$ cat src/rtl/core/wpgc_pkg.sv
// ----------------------------------------------------------------------------
// Welsh-Powell coloring package
// Shared widths, command codes and the graph store control bundle.
// ----------------------------------------------------------------------------
package wpgc_pkg;

   // Graph size and field widths
   localparam int MAX_VERTICES = 32;
   localparam int VTX_W        = 5;   // vertex index
   localparam int CNT_W        = 6;   // vertex count, color count
   localparam int DEG_W        = 8;   // saturating degree
   localparam logic [DEG_W-1:0] DEG_MAX = 8'hFF;

   // Stream widths
   localparam int REQ_DATA_W = 16;
   localparam int RSP_DATA_W = 24;

   // Command codes carried in req_tuser
   localparam logic CMD_ADD_EDGE = 1'b0;
   localparam logic CMD_START    = 1'b1;

   // Control bundle from the sequencer to the graph store
   typedef struct packed {
      logic             add;    // set bit col in row addr, bump degree of addr
      logic             clear;  // zero every row and degree
      logic [VTX_W-1:0] col;
   } store_ctl_type;

endpackage

$ cat src/rtl/core/wpgc_store.sv
// ----------------------------------------------------------------------------
// Welsh-Powell graph store
// Adjacency bit matrix and saturating degree counters, one shared address.
// ----------------------------------------------------------------------------
module wpgc_store
   import wpgc_pkg::*;
(
   input  logic                    clock,
   input  logic                    reset,
   input  store_ctl_type           ctl,
   input  logic [VTX_W-1:0]        addr,
   output logic [MAX_VERTICES-1:0] row,
   output logic [DEG_W-1:0]        degree
);

   logic [MAX_VERTICES-1:0] adj_ff [MAX_VERTICES];
   logic [DEG_W-1:0]        deg_ff [MAX_VERTICES];

   // Read the addressed row and degree
   assign row    = adj_ff[addr];
   assign degree = deg_ff[addr];

   // Set one adjacency bit and bump one degree, or wipe the store
   always_ff @(posedge clock) begin
      if (reset || ctl.clear) begin
         for (int i = 0; i < MAX_VERTICES; i++) begin
            adj_ff[i] <= '0;
            deg_ff[i] <= '0;
         end
      end else if (ctl.add) begin
         adj_ff[addr][ctl.col] <= 1'b1;
         if (deg_ff[addr] != DEG_MAX) begin
            deg_ff[addr] <= deg_ff[addr] + DEG_W'(1);
         end
      end
   end

endmodule

$ cat src/rtl/core/welsh_powell_graph_coloring_unit.sv
// ----------------------------------------------------------------------------
// Welsh-Powell graph coloring unit
// Edge loading, degree ordering, greedy coloring rounds and result stream.
// ----------------------------------------------------------------------------
// An edge beat is accepted in ST_IDLE, then ST_ADD_A and ST_ADD_B each make
// one store update per endpoint; an edge with an endpoint at or above the
// vertex count is dropped in the accept cycle. A start beat with n active
// vertices keeps req_tready low through selection sort (one degree compare
// per cycle), then coloring (one visited vertex per cycle, one round per
// color), then streams n result beats at up to one per cycle while
// rsp_tready allows, then wipes the graph store in ST_CLEAR.
module welsh_powell_graph_coloring_unit
   import wpgc_pkg::*;
(
   input  logic                  clock,
   input  logic                  reset,
   // Configuration: vertex_count
   input  logic                  csr_we,
   input  logic [CNT_W-1:0]      csr_wdata,
   // Request stream
   input  logic                  req_tvalid,
   output logic                  req_tready,
   input  logic [REQ_DATA_W-1:0] req_tdata,   // vertex_a[4:0], vertex_b[9:5], zero pad
   input  logic                  req_tuser,   // command[0]
   // Result stream
   output logic                  rsp_tvalid,
   input  logic                  rsp_tready,
   output logic [RSP_DATA_W-1:0] rsp_tdata,   // vertex[4:0], degree[12:5],
                                              // color[17:13], colors_used[23:18]
   output logic                  rsp_tlast
);

   typedef enum logic [2:0] {
      ST_IDLE,
      ST_ADD_A,
      ST_ADD_B,
      ST_SORT,
      ST_COLOR,
      ST_EMIT,
      ST_CLEAR
   } state_type;

   // Sequencer registers
   state_type               state_ff,     state_in;
   logic [CNT_W-1:0]        vcount_ff,    vcount_in;
   logic [VTX_W-1:0]        a_ff,         a_in;
   logic [VTX_W-1:0]        b_ff,         b_in;
   logic [VTX_W-1:0]        scan_ff,      scan_in;
   logic [VTX_W-1:0]        pos_ff,       pos_in;
   logic [VTX_W-1:0]        best_ff,      best_in;
   logic [DEG_W-1:0]        best_deg_ff,  best_deg_in;
   logic                    have_best_ff, have_best_in;
   logic [MAX_VERTICES-1:0] placed_ff,    placed_in;
   logic [MAX_VERTICES-1:0] colored_ff,   colored_in;
   logic [MAX_VERTICES-1:0] mask_ff,      mask_in;
   logic [CNT_W-1:0]        cur_ff,       cur_in;
   logic [CNT_W-1:0]        left_ff,      left_in;
   logic [CNT_W-1:0]        out_idx_ff,   out_idx_in;
   logic                    rsp_valid_ff, rsp_valid_in;
   logic [VTX_W-1:0]        rsp_vertex_ff, rsp_vertex_in;
   logic [DEG_W-1:0]        rsp_degree_ff, rsp_degree_in;
   logic [VTX_W-1:0]        rsp_color_ff,  rsp_color_in;
   logic [CNT_W-1:0]        rsp_colors_ff, rsp_colors_in;
   logic                    rsp_last_ff,   rsp_last_in;

   // Visit order and assigned colors (no reset needed)
   logic [VTX_W-1:0] order_ff [MAX_VERTICES];
   logic [VTX_W-1:0] color_ff [MAX_VERTICES];
   logic             order_we;
   logic             color_we;

   // Store interface
   store_ctl_type           st_ctl;
   logic [VTX_W-1:0]        st_addr;
   logic [MAX_VERTICES-1:0] st_row;
   logic [DEG_W-1:0]        st_deg;

   // Derived values
   logic [CNT_W-1:0] n_eff;
   logic [CNT_W-1:0] n_m1;
   logic [VTX_W-1:0] n_last;
   logic [VTX_W-1:0] req_a;
   logic [VTX_W-1:0] req_b;
   logic             req_fire;
   logic             sort_take;
   logic [VTX_W-1:0] sort_pick;
   logic [VTX_W-1:0] cv;
   logic             cv_free;
   logic [CNT_W-1:0] left_next;
   logic             rsp_adv;

   assign n_eff  = (vcount_ff > CNT_W'(MAX_VERTICES)) ? CNT_W'(MAX_VERTICES) : vcount_ff;
   assign n_m1   = n_eff - CNT_W'(1);
   assign n_last = n_m1[VTX_W-1:0];
   assign req_a  = req_tdata[VTX_W-1:0];
   assign req_b  = req_tdata[2*VTX_W-1:VTX_W];

   assign req_tready = (state_ff == ST_IDLE);
   assign req_fire   = req_tvalid && req_tready;

   // Shared compare: keep the scanned vertex if unplaced and not below the best
   assign sort_take = !placed_ff[scan_ff] && (!have_best_ff || (st_deg >= best_deg_ff));
   assign sort_pick = sort_take ? scan_ff : best_ff;

   // Coloring test for the visited vertex against this round's holders
   assign cv        = order_ff[pos_ff];
   assign cv_free   = !colored_ff[cv] && ((st_row & mask_ff) == '0);
   assign left_next = left_ff + CNT_W'(cv_free);

   assign rsp_adv = !rsp_valid_ff || rsp_tready;

   wpgc_store u_store (
      .clock  (clock),
      .reset  (reset),
      .ctl    (st_ctl),
      .addr   (st_addr),
      .row    (st_row),
      .degree (st_deg)
   );

   // Sequencer next state
   always_comb begin
      state_in      = state_ff;
      vcount_in     = vcount_ff;
      a_in          = a_ff;
      b_in          = b_ff;
      scan_in       = scan_ff;
      pos_in        = pos_ff;
      best_in       = best_ff;
      best_deg_in   = best_deg_ff;
      have_best_in  = have_best_ff;
      placed_in     = placed_ff;
      colored_in    = colored_ff;
      mask_in       = mask_ff;
      cur_in        = cur_ff;
      left_in       = left_ff;
      out_idx_in    = out_idx_ff;
      rsp_valid_in  = rsp_valid_ff;
      rsp_vertex_in = rsp_vertex_ff;
      rsp_degree_in = rsp_degree_ff;
      rsp_color_in  = rsp_color_ff;
      rsp_colors_in = rsp_colors_ff;
      rsp_last_in   = rsp_last_ff;
      order_we      = 1'b0;
      color_we      = 1'b0;
      st_ctl        = '0;
      st_addr       = a_ff;

      if (csr_we) begin
         vcount_in = csr_wdata;
      end

      case (state_ff)
         // Take a beat: start a run or register an in-range edge
         ST_IDLE: begin
            if (req_fire) begin
               if (req_tuser == CMD_START) begin
                  scan_in      = '0;
                  pos_in       = '0;
                  placed_in    = '0;
                  have_best_in = 1'b0;
                  state_in     = (n_eff == '0) ? ST_CLEAR : ST_SORT;
               end else if (({1'b0, req_a} < n_eff) && ({1'b0, req_b} < n_eff)) begin
                  a_in     = req_a;
                  b_in     = req_b;
                  state_in = ST_ADD_A;
               end
            end
         end

         // Update the first endpoint's row and degree
         ST_ADD_A: begin
            st_addr    = a_ff;
            st_ctl.add = 1'b1;
            st_ctl.col = b_ff;
            state_in   = ST_ADD_B;
         end

         // Update the second endpoint's row and degree
         ST_ADD_B: begin
            st_addr    = b_ff;
            st_ctl.add = 1'b1;
            st_ctl.col = a_ff;
            state_in   = ST_IDLE;
         end

         // Selection sort: one vertex compared per cycle
         ST_SORT: begin
            st_addr = scan_ff;
            if (sort_take) begin
               best_in      = scan_ff;
               best_deg_in  = st_deg;
               have_best_in = 1'b1;
            end
            if (scan_ff == n_last) begin
               order_we           = 1'b1;
               placed_in[sort_pick] = 1'b1;
               have_best_in       = 1'b0;
               scan_in            = '0;
               if (pos_ff == n_last) begin
                  pos_in     = '0;
                  cur_in     = '0;
                  left_in    = '0;
                  mask_in    = '0;
                  colored_in = '0;
                  state_in   = ST_COLOR;
               end else begin
                  pos_in = pos_ff + VTX_W'(1);
               end
            end else begin
               scan_in = scan_ff + VTX_W'(1);
            end
         end

         // Coloring round: visit one vertex of the order per cycle
         ST_COLOR: begin
            st_addr = cv;
            if (cv_free) begin
               color_we        = 1'b1;
               colored_in[cv]  = 1'b1;
               mask_in[cv]     = 1'b1;
               left_in         = left_next;
            end
            if (pos_ff == n_last) begin
               pos_in  = '0;
               cur_in  = cur_ff + CNT_W'(1);
               mask_in = '0;
               if (left_next == n_eff) begin
                  out_idx_in = '0;
                  state_in   = ST_EMIT;
               end
            end else begin
               pos_in = pos_ff + VTX_W'(1);
            end
         end

         // Stream one result beat per vertex in index order
         ST_EMIT: begin
            st_addr = out_idx_ff[VTX_W-1:0];
            if (rsp_adv) begin
               if (out_idx_ff < n_eff) begin
                  rsp_valid_in  = 1'b1;
                  rsp_vertex_in = out_idx_ff[VTX_W-1:0];
                  rsp_degree_in = st_deg;
                  rsp_color_in  = color_ff[out_idx_ff[VTX_W-1:0]];
                  rsp_colors_in = cur_ff;
                  rsp_last_in   = (out_idx_ff == n_m1);
                  out_idx_in    = out_idx_ff + CNT_W'(1);
               end else begin
                  rsp_valid_in = 1'b0;
                  state_in     = ST_CLEAR;
               end
            end
         end

         // Wipe the graph store and the colored marks
         ST_CLEAR: begin
            st_ctl.clear = 1'b1;
            colored_in   = '0;
            state_in     = ST_IDLE;
         end

         default: begin
            state_in = ST_IDLE;
         end
      endcase
   end

   // Hold state and registered outputs
   always_ff @(posedge clock) begin
      if (reset) begin
         state_ff     <= ST_IDLE;
         vcount_ff    <= '0;
         have_best_ff <= 1'b0;
         placed_ff    <= '0;
         colored_ff   <= '0;
         mask_ff      <= '0;
         cur_ff       <= '0;
         left_ff      <= '0;
         out_idx_ff   <= '0;
         rsp_valid_ff <= 1'b0;
      end else begin
         state_ff     <= state_in;
         vcount_ff    <= vcount_in;
         have_best_ff <= have_best_in;
         placed_ff    <= placed_in;
         colored_ff   <= colored_in;
         mask_ff      <= mask_in;
         cur_ff       <= cur_in;
         left_ff      <= left_in;
         out_idx_ff   <= out_idx_in;
         rsp_valid_ff <= rsp_valid_in;
      end
      a_ff          <= a_in;
      b_ff          <= b_in;
      scan_ff       <= scan_in;
      pos_ff        <= pos_in;
      best_ff       <= best_in;
      best_deg_ff   <= best_deg_in;
      rsp_vertex_ff <= rsp_vertex_in;
      rsp_degree_ff <= rsp_degree_in;
      rsp_color_ff  <= rsp_color_in;
      rsp_colors_ff <= rsp_colors_in;
      rsp_last_ff   <= rsp_last_in;
   end

   // Write the visit order and the assigned colors
   always_ff @(posedge clock) begin
      if (order_we) begin
         order_ff[pos_ff] <= sort_pick;
      end
      if (color_we) begin
         color_ff[cv] <= cur_ff[VTX_W-1:0];
      end
   end

   assign rsp_tvalid = rsp_valid_ff;
   assign rsp_tlast  = rsp_last_ff;
   assign rsp_tdata  = {rsp_colors_ff, rsp_color_ff, rsp_degree_ff, rsp_vertex_ff};

endmodule

$ cat config.mk
export PLATFORM = sky130hd
export DESIGN_NAME = welsh_powell_graph_coloring_unit
export DESIGN_NICKNAME = d
export VERILOG_FILES = /design/src/rtl/core/wpgc_pkg.sv /design/src/rtl/core/wpgc_store.sv /design/src/rtl/core/welsh_powell_graph_coloring_unit.sv
export SDC_FILE = /design/constraint.sdc
export NUM_CORES = 2
export LEC_CHECK = 0
export BUFFER_PORTS_ARGS = -buffer_cell sky130_fd_sc_hd__buf_2
export CELL_PAD_IN_SITES_DETAIL_PLACEMENT = 0
export CELL_PAD_IN_SITES_GLOBAL_PLACEMENT = 1
export CORE_ASPECT_RATIO = 0.9
export CORE_MARGIN = 2
export CORE_UTILIZATION = 45
export DETAILED_ROUTE_END_ITERATION = 8
export GPL_ROUTABILITY_DRIVEN = 0
export HOLD_SLACK_MARGIN = 0.12
export PLACE_DENSITY = 0.78
export SLEW_MARGIN = 20
export SYNTH_ARGS = -nofsm -noshare
export SYNTH_HDL_FRONTEND = slang
export SYNTH_SLANG_ARGS = --single-unit
$ cat constraint.sdc
create_clock -name clock -period 9.5 [get_ports clock]
set_clock_uncertainty 0.2 [all_clocks]
set_input_delay 0.475 -clock clock [delete_from_list [all_inputs] [get_ports clock]]
set_output_delay 0.475 -clock clock [all_outputs]
set_load 0.03 [all_outputs]
## Word level (Yosys, flattened, before mapping)

Memories as Yosys holds them, arrays and structs flattened. A register that Yosys moved wholly into a read port is not among the register bits.
Cells that the tools add are included.

| cells by class | value |
|---|---|
| $lt $le $gt $ge | 12 |
| equal/unequal tests | 24 |
| reduce and logical (&&, ||, !) cells | 39 |
| multiplexer cells | 86 |
| add/sub/neg operators | 7 |
| bitwise operators | 5 |

Operator list:

| cell | count |
|---|---|
| two-way mux 32 bit | 11 |
| one-hot mux 32 bit (2 select lines) | 2 |
| bitwise OR 32 bit | 3 |
| one-hot mux 32 bit (3 select lines) | 1 |
| two-way mux 6 bit | 9 |
| two-way mux 5 bit | 9 |
| one-hot mux 6 bit (2 select lines) | 3 |
| AND 32 bit | 1 |
| logical NOT 32 bit | 1 |
| AND reduction 4 bit | 8 |
| OR reduction 32 bit | 1 |
| two-way mux 3 bit | 10 |
| two-way mux 1 bit | 29 |
| < comparator 5 x 6 -> 1 bit (second input constant) | 4 |
| one-hot mux 5 bit (2 select lines) | 2 |
| one-hot mux 5 bit (4 select lines) | 1 |
| != test 2 bit (second input constant) | 8 |
| demux 1 bit (select 5 bit) | 3 |
| >= comparator 5 x 1 -> 1 bit (second input constant) | 3 |
| one-hot mux 3 bit (5 select lines) | 1 |
| one-hot mux 5 bit (3 select lines) | 1 |
| adder 6 x 1 -> 6 bit (second input constant) | 2 |
| == test 6 bit | 2 |
| < comparator 5 x 6 -> 1 bit | 2 |
| 32 further kinds | 56 |

| storage, ports and cells | value |
|---|---|
| bits in registers | 178 |
| bits of input ports | 28 |
| memory bits (writable) | 1600 |
| memories | 4 |

Memories:

| name | depth | width | read ports | clocked after memory_dff | wr ports | RTL line | text |
|---|---|---|---|---|---|---|---|
| u_store.adj_ff | 32 | 32 | 1 | 0 | 32 | wpgc_store.sv:16 | `logic [MAX_VERTICES-1:0] adj_ff [MAX_VERTICES];` |
| u_store.deg_ff | 32 | 8 | 1 | 0 | 32 | wpgc_store.sv:17 | `logic [DEG_W-1:0] deg_ff [MAX_VERTICES];` |
| color_ff | 32 | 5 | 1 | 1 | 1 | welsh_powell_graph_coloring_unit.sv:68 | `logic [VTX_W-1:0] color_ff [MAX_VERTICES];` |
| order_ff | 32 | 5 | 1 | 1 | 1 | welsh_powell_graph_coloring_unit.sv:67 | `logic [VTX_W-1:0] order_ff [MAX_VERTICES];` |

## Longest topological paths before layout

An unclocked memory read counts as a cell.

| logic depth | value |
|---|---|
| word-level depth | 14 |
| depth in mapped cells | 34 |
| gate-level depth less buffers | 26 |

## By module

From an unflattened synthesis, not the netlist that was laid out.

| unflattened totals | value |
|---|---|
| cells, all modules | 5876 |
| area, all modules | 72614.6 um^2 |

By module, submodules not included:

| module | area an instance (um^2) | sequential area each (um^2) | cells an instance | instances |
|---|---|---|---|---|
| wpgc_store | 50719.9 | 28187.0 | 4382 | 1 |
| welsh_powell_graph_coloring_unit | 21894.7 | 13953.4 | 1494 | 1 |

## Worst setup path after synthesis

No wires, ideal clock.

| path | value |
|---|---|
| path type | register to register |
| start point | reg with a tool-made name |
| end point | reg placed_ff[30] |
| required time | 9.235 ns |
| clock period less this slack | 6.920 ns |
| library setup time | 0.065 ns |
| stages on the path, launching flop included | 29 |
| path slack | 2.580 ns |
| arrival time | 6.655 ns |
| path buffers | 6 |
| path through | dfxtp_1 -> buf_4 -> buf_4 -> mux4_2 -> mux2i_1 -> a22oi_1 -> and3_1 -> o21ai_1 -> or3_1 -> clkbuf_1 -> clkbuf_1 -> clkbuf_1 -> o22ai_1 -> nor4_1 -> ha_1 -> a21o_1 -> a21o_1 -> a21o_1 -> a21o_1 -> a21oi_1 -> nor2b_1 -> o21ai_0 -> a32o_1 -> a21o_1 -> clkbuf_1 -> mux2_2 -> nor3b_1 -> a21oi_1 -> nor2_1 |

RTL lines:

| item | RTL line | text |
|---|---|---|
| to (signal assigned) | welsh_powell_graph_coloring_unit.sv:286 | `placed_ff <= placed_in;` |
| to (decl) | welsh_powell_graph_coloring_unit.sv:53 | `logic [MAX_VERTICES-1:0] placed_ff, placed_in;` |

==> metrics.md <==
| Metric | Value |
|---|---|
| Status | `completed` |
| Setup TNS | `0 ps` |
| Flops & latches, synth | `1788` |
| Post-synth EDFFs | `about 630` |
| Synthesis-to-layout area growth | `12.00%` |
| Drt first pass iters | `9` |
| Sequential cell area fraction in the yosys report | `between 50% and 60%` |
| Nature of the critical path endpoint | `flop` |
| Drt drc | `0` |
| Clock root cell | `clkbuf_16` |
| Global-route wire length before repair | `roughly 380000 µm` |
| Setup-failing EPs final | `0` |
| Vias/cell | `6.178` |
| Synth top area share | `a little under a third` |
| Cells after synthesis | `7774` |
| Yosys cell types | `87` |
| H-tree depth | `4` |
| Hold Crit Class | `primary input to flop` |
| Critical Path RT | `9990 ps` |
| Largest net degree at the start of global routing | `roughly 200` |
| Final critical-path required period | `9047 ps` |
| Max Fclk | `110.5 MHz` |
| Core region area | `166300 µm²` |
| CTS tree | `yes` |
| Worst-Skew Late Latency | `830 ps` |
| DR vias | `61.49k` |
| GRT Overall Usage | `28.95%` |
| Power density over the cells | `286.4 nW/µm²` |
| CP max FO | `35` |
| Layout Utilization | `approximately 51%` |
| Die width | `435.2 µm` |
| Rel. slew slack | `21.80%` |
| DRT antenna net count | `0` |
| Layout cells sized above 1 | `a little over a tenth` |
| Most common cell in the netlist | `nand2_1` |
| Synth async-reset ratio | `0%` |
| Main synth FF type | `dfxtp_1` |
| Total power | `0.02415 W` |
| Area of the multi-input gates | `30070 µm²` |
| Clock power frac | `29.8%` |
| Avg Inst Size Synth | `9.687 µm²` |
| Cell Int Power | `around 0.015 W` |
| Post-DP HPWL | `146400 µm` |
| Die Area | `170600 µm²` |
| Die height | `392.1 µm` |
| GRT overflow | `0` |
| IO Count | `55` |
| Max Cap Viol | `0` |
| Layout Nets | `7628` |
| Post-Route WL | `253500 µm` |
| Synth top cells by count | `nand2_1 (1503), dfxtp_1 (1154), o21ai_0 (827), edfxtp_1 (634), clkbuf_1 (531)` |
| Leakage power | `just under 30 nW` |
| Smallest hold slack | `191.9 ps` |
| Effective utilization at floorplan | `45.28%` |
| Placed instance area | `a little under 80000 µm²` |
| Top cells by area, synth | `dfxtp_1 (31%), edfxtp_1 (25%), nand2_1 (7.5%)` |
| Part of the power in combinational logic | `a little over a third` |
| Register Area | `~42000 µm²` |
| Routed wire length per instance | `25.47 µm` |
| Post-CTS Setup Bufs | `0` |
| Reg-to-reg setup timing slack | `450 ps` |
| CTS Buf Count | `179` |
| Ys Warns | `0` |
| 1st-iter DRT viols | `7614` |
| Mapped cell area | `75300 µm²` |
| RSZ-0062 raised after global routing | `false` |
| Largest area contributor in the netlist | `dfxtp_1` |
| Least-Margin Pin Slew | `around 1200 ps` |
| Cell area after layout | `between 80000 and 90000 µm²` |
| Fin. max-slew vios | `0` |
| Sw Ratio | `39.76%` |
| FILL cells | `15.13k` |
| Worst-path clk slew | `~60 ps` |
| Site Rows | `142` |
| Synth Net Count | `7836` |
| Crit start category | `flop` |
| Initial antenna violation count | `9` |
| Peak supply drop | `0.3246 mV` |
| Port-buffer cells | `48` |
| CTS sink count | `1788` |
| Crit path DAT | `9530 ps` |
| Flop pwr share | `34.8%` |
| Net Switching | `0.009602 W` |
| Vias in the first global route | `around 58k` |
| Period utilization | `95.23%` |
| Clk buf depth | `3` |
| Crit Path Class | `flop to flop` |
| Final Hold Vio Count | `0` |
==> path summary, 6_finish.rpt <==
kind	start	endpoint	cells past startpoint
max	flop	placed_ff[31]	26
min	req_tdata[8]	b_ff[3]	2
max reg2reg	flop	placed_ff[31]	26
min reg2reg	u_store.adj_ff[18][30]	u_store.adj_ff[18][30]	2
==> layout by cell type (no fill, tap or decap), drive strengths merged, types with 50 or more instances in the layout <==
cell type  count
edfxtp       634
nand2       1504
a21oi        212
inv           78
mux2i         60
clkbuf       260
a31oi        184
and2         105
nor2         432
nor4          50
a211oi       130
a22o         389
nor3          57
and3         243
clkinv        51
nand3        335
mux4         104
dfxtp       1154
buf          327
a221oi        59
o21ai        870
==> metrics by stage <==
stage	setup slack, ps	std cells
after floorplan	2580	7774
after global placement	-29.74	9582
after detailed placement	289.7	9582
after CTS	243.2	9948
after global routing	53.90	9949
final	452.8	9954
==> logic make-up after synthesis <==
logic type	share of synthesized area (%)
AND/OR/NAND/NOR	16.92
AO/OA/AOI/OAI	17.37
flip-flops	55.96
buffers and inverters	4.521
multiplexers	4.154
XOR/XNOR	0.5117
adder cells (fa/ha/maj)	0.5649
==> power by group through the flow <==
| stage | combinational [W] | sequential, W | clock, W |
|---|---|---|---|
| detailed placement | 0.00834 | 0.00856 | 0 |
| floorplan | 0.00476 | 0.00844 | 0 |
| CTS | 0.00839 | 0.00840 | 0.00725 |
| global placement | 0.00830 | 0.00856 | 0 |
| global route | 0.00895 | 0.00842 | 0.00755 |
| finish | 0.00856 | 0.00840 | 0.00719 |
==> worst max-delay path, cell delays in order (launching register included) <==
cell and delay [ps]:
dfxtp_2 820, buf_4 320, mux4_2 230, mux2i_1 110, a22oi_1 240, nand3_1 350, a21boi_1 900, or3_2 890
o22ai_1 320, or4_1 750, inv_1 190, ha_1 250, a21o_1 160, a21o_1 170, a21o_1 170, a21oi_1 140
nor2b_1 60, o21ai_1 660, buf_4 220, a32o_1 190, a21o_1 150, mux2_2 370, buf_4 140, buf_4 250
and3b_1 360, a21oi_1 190, nor2_1 50
==> layer usage <==
| layer | wire [µm] | vias to the layer above | GRT usage [%] | share of wire [%] |
|---|---|---|---|---|
| met4 | 8924 | 4 | 10.84 | 3.5 |
| met1 | 107500 | 30449 | 40.74 | 42 |
| li1 | - | 27475 | - | - |
| met2 | 113000 | 3047 | 44.43 | 45 |
| met3 | 24080 | 518 | 5.289 | 9.5 |
| met5 | 14 | - | 0 | 0.0055 |
==> state kept, by name, summed over array words and instances, names as in the netlist, 6 cells and up, named ones only <==
signal / count
u_store.adj_ff: 1024
u_store.deg_ff: 256
color_ff: 160
order_ff: 160
colored_ff: 32
mask_ff: 32
placed_ff: 32
best_deg_ff: 8
rsp_degree_ff: 8
cur_ff: 6
left_ff: 6
out_idx_ff: 6
rsp_colors_ff: 6
vcount_ff: 6
==> area by class of cell <==
cell class / instances / share of cell area (%)
Sequential cell: 1788 / 49.98
Clock buffer: 260 / 6.194
Clock inverter: 72 / 0.8174
Inverter: 72 / 0.3204
Tap cell: 2232 / 3.311
Timing Repair Buffer: 361 / 3.715
Multi-Input combinational cell: 5164 / 35.65
Antenna cell: 5 / 0.01484
==> timing repair <==
action	in CTS	in global routing
hold endpoints to repair	43	0
gates resized for setup	0	0
hold buffers	34	0
(Power assumes the default switching activity.)
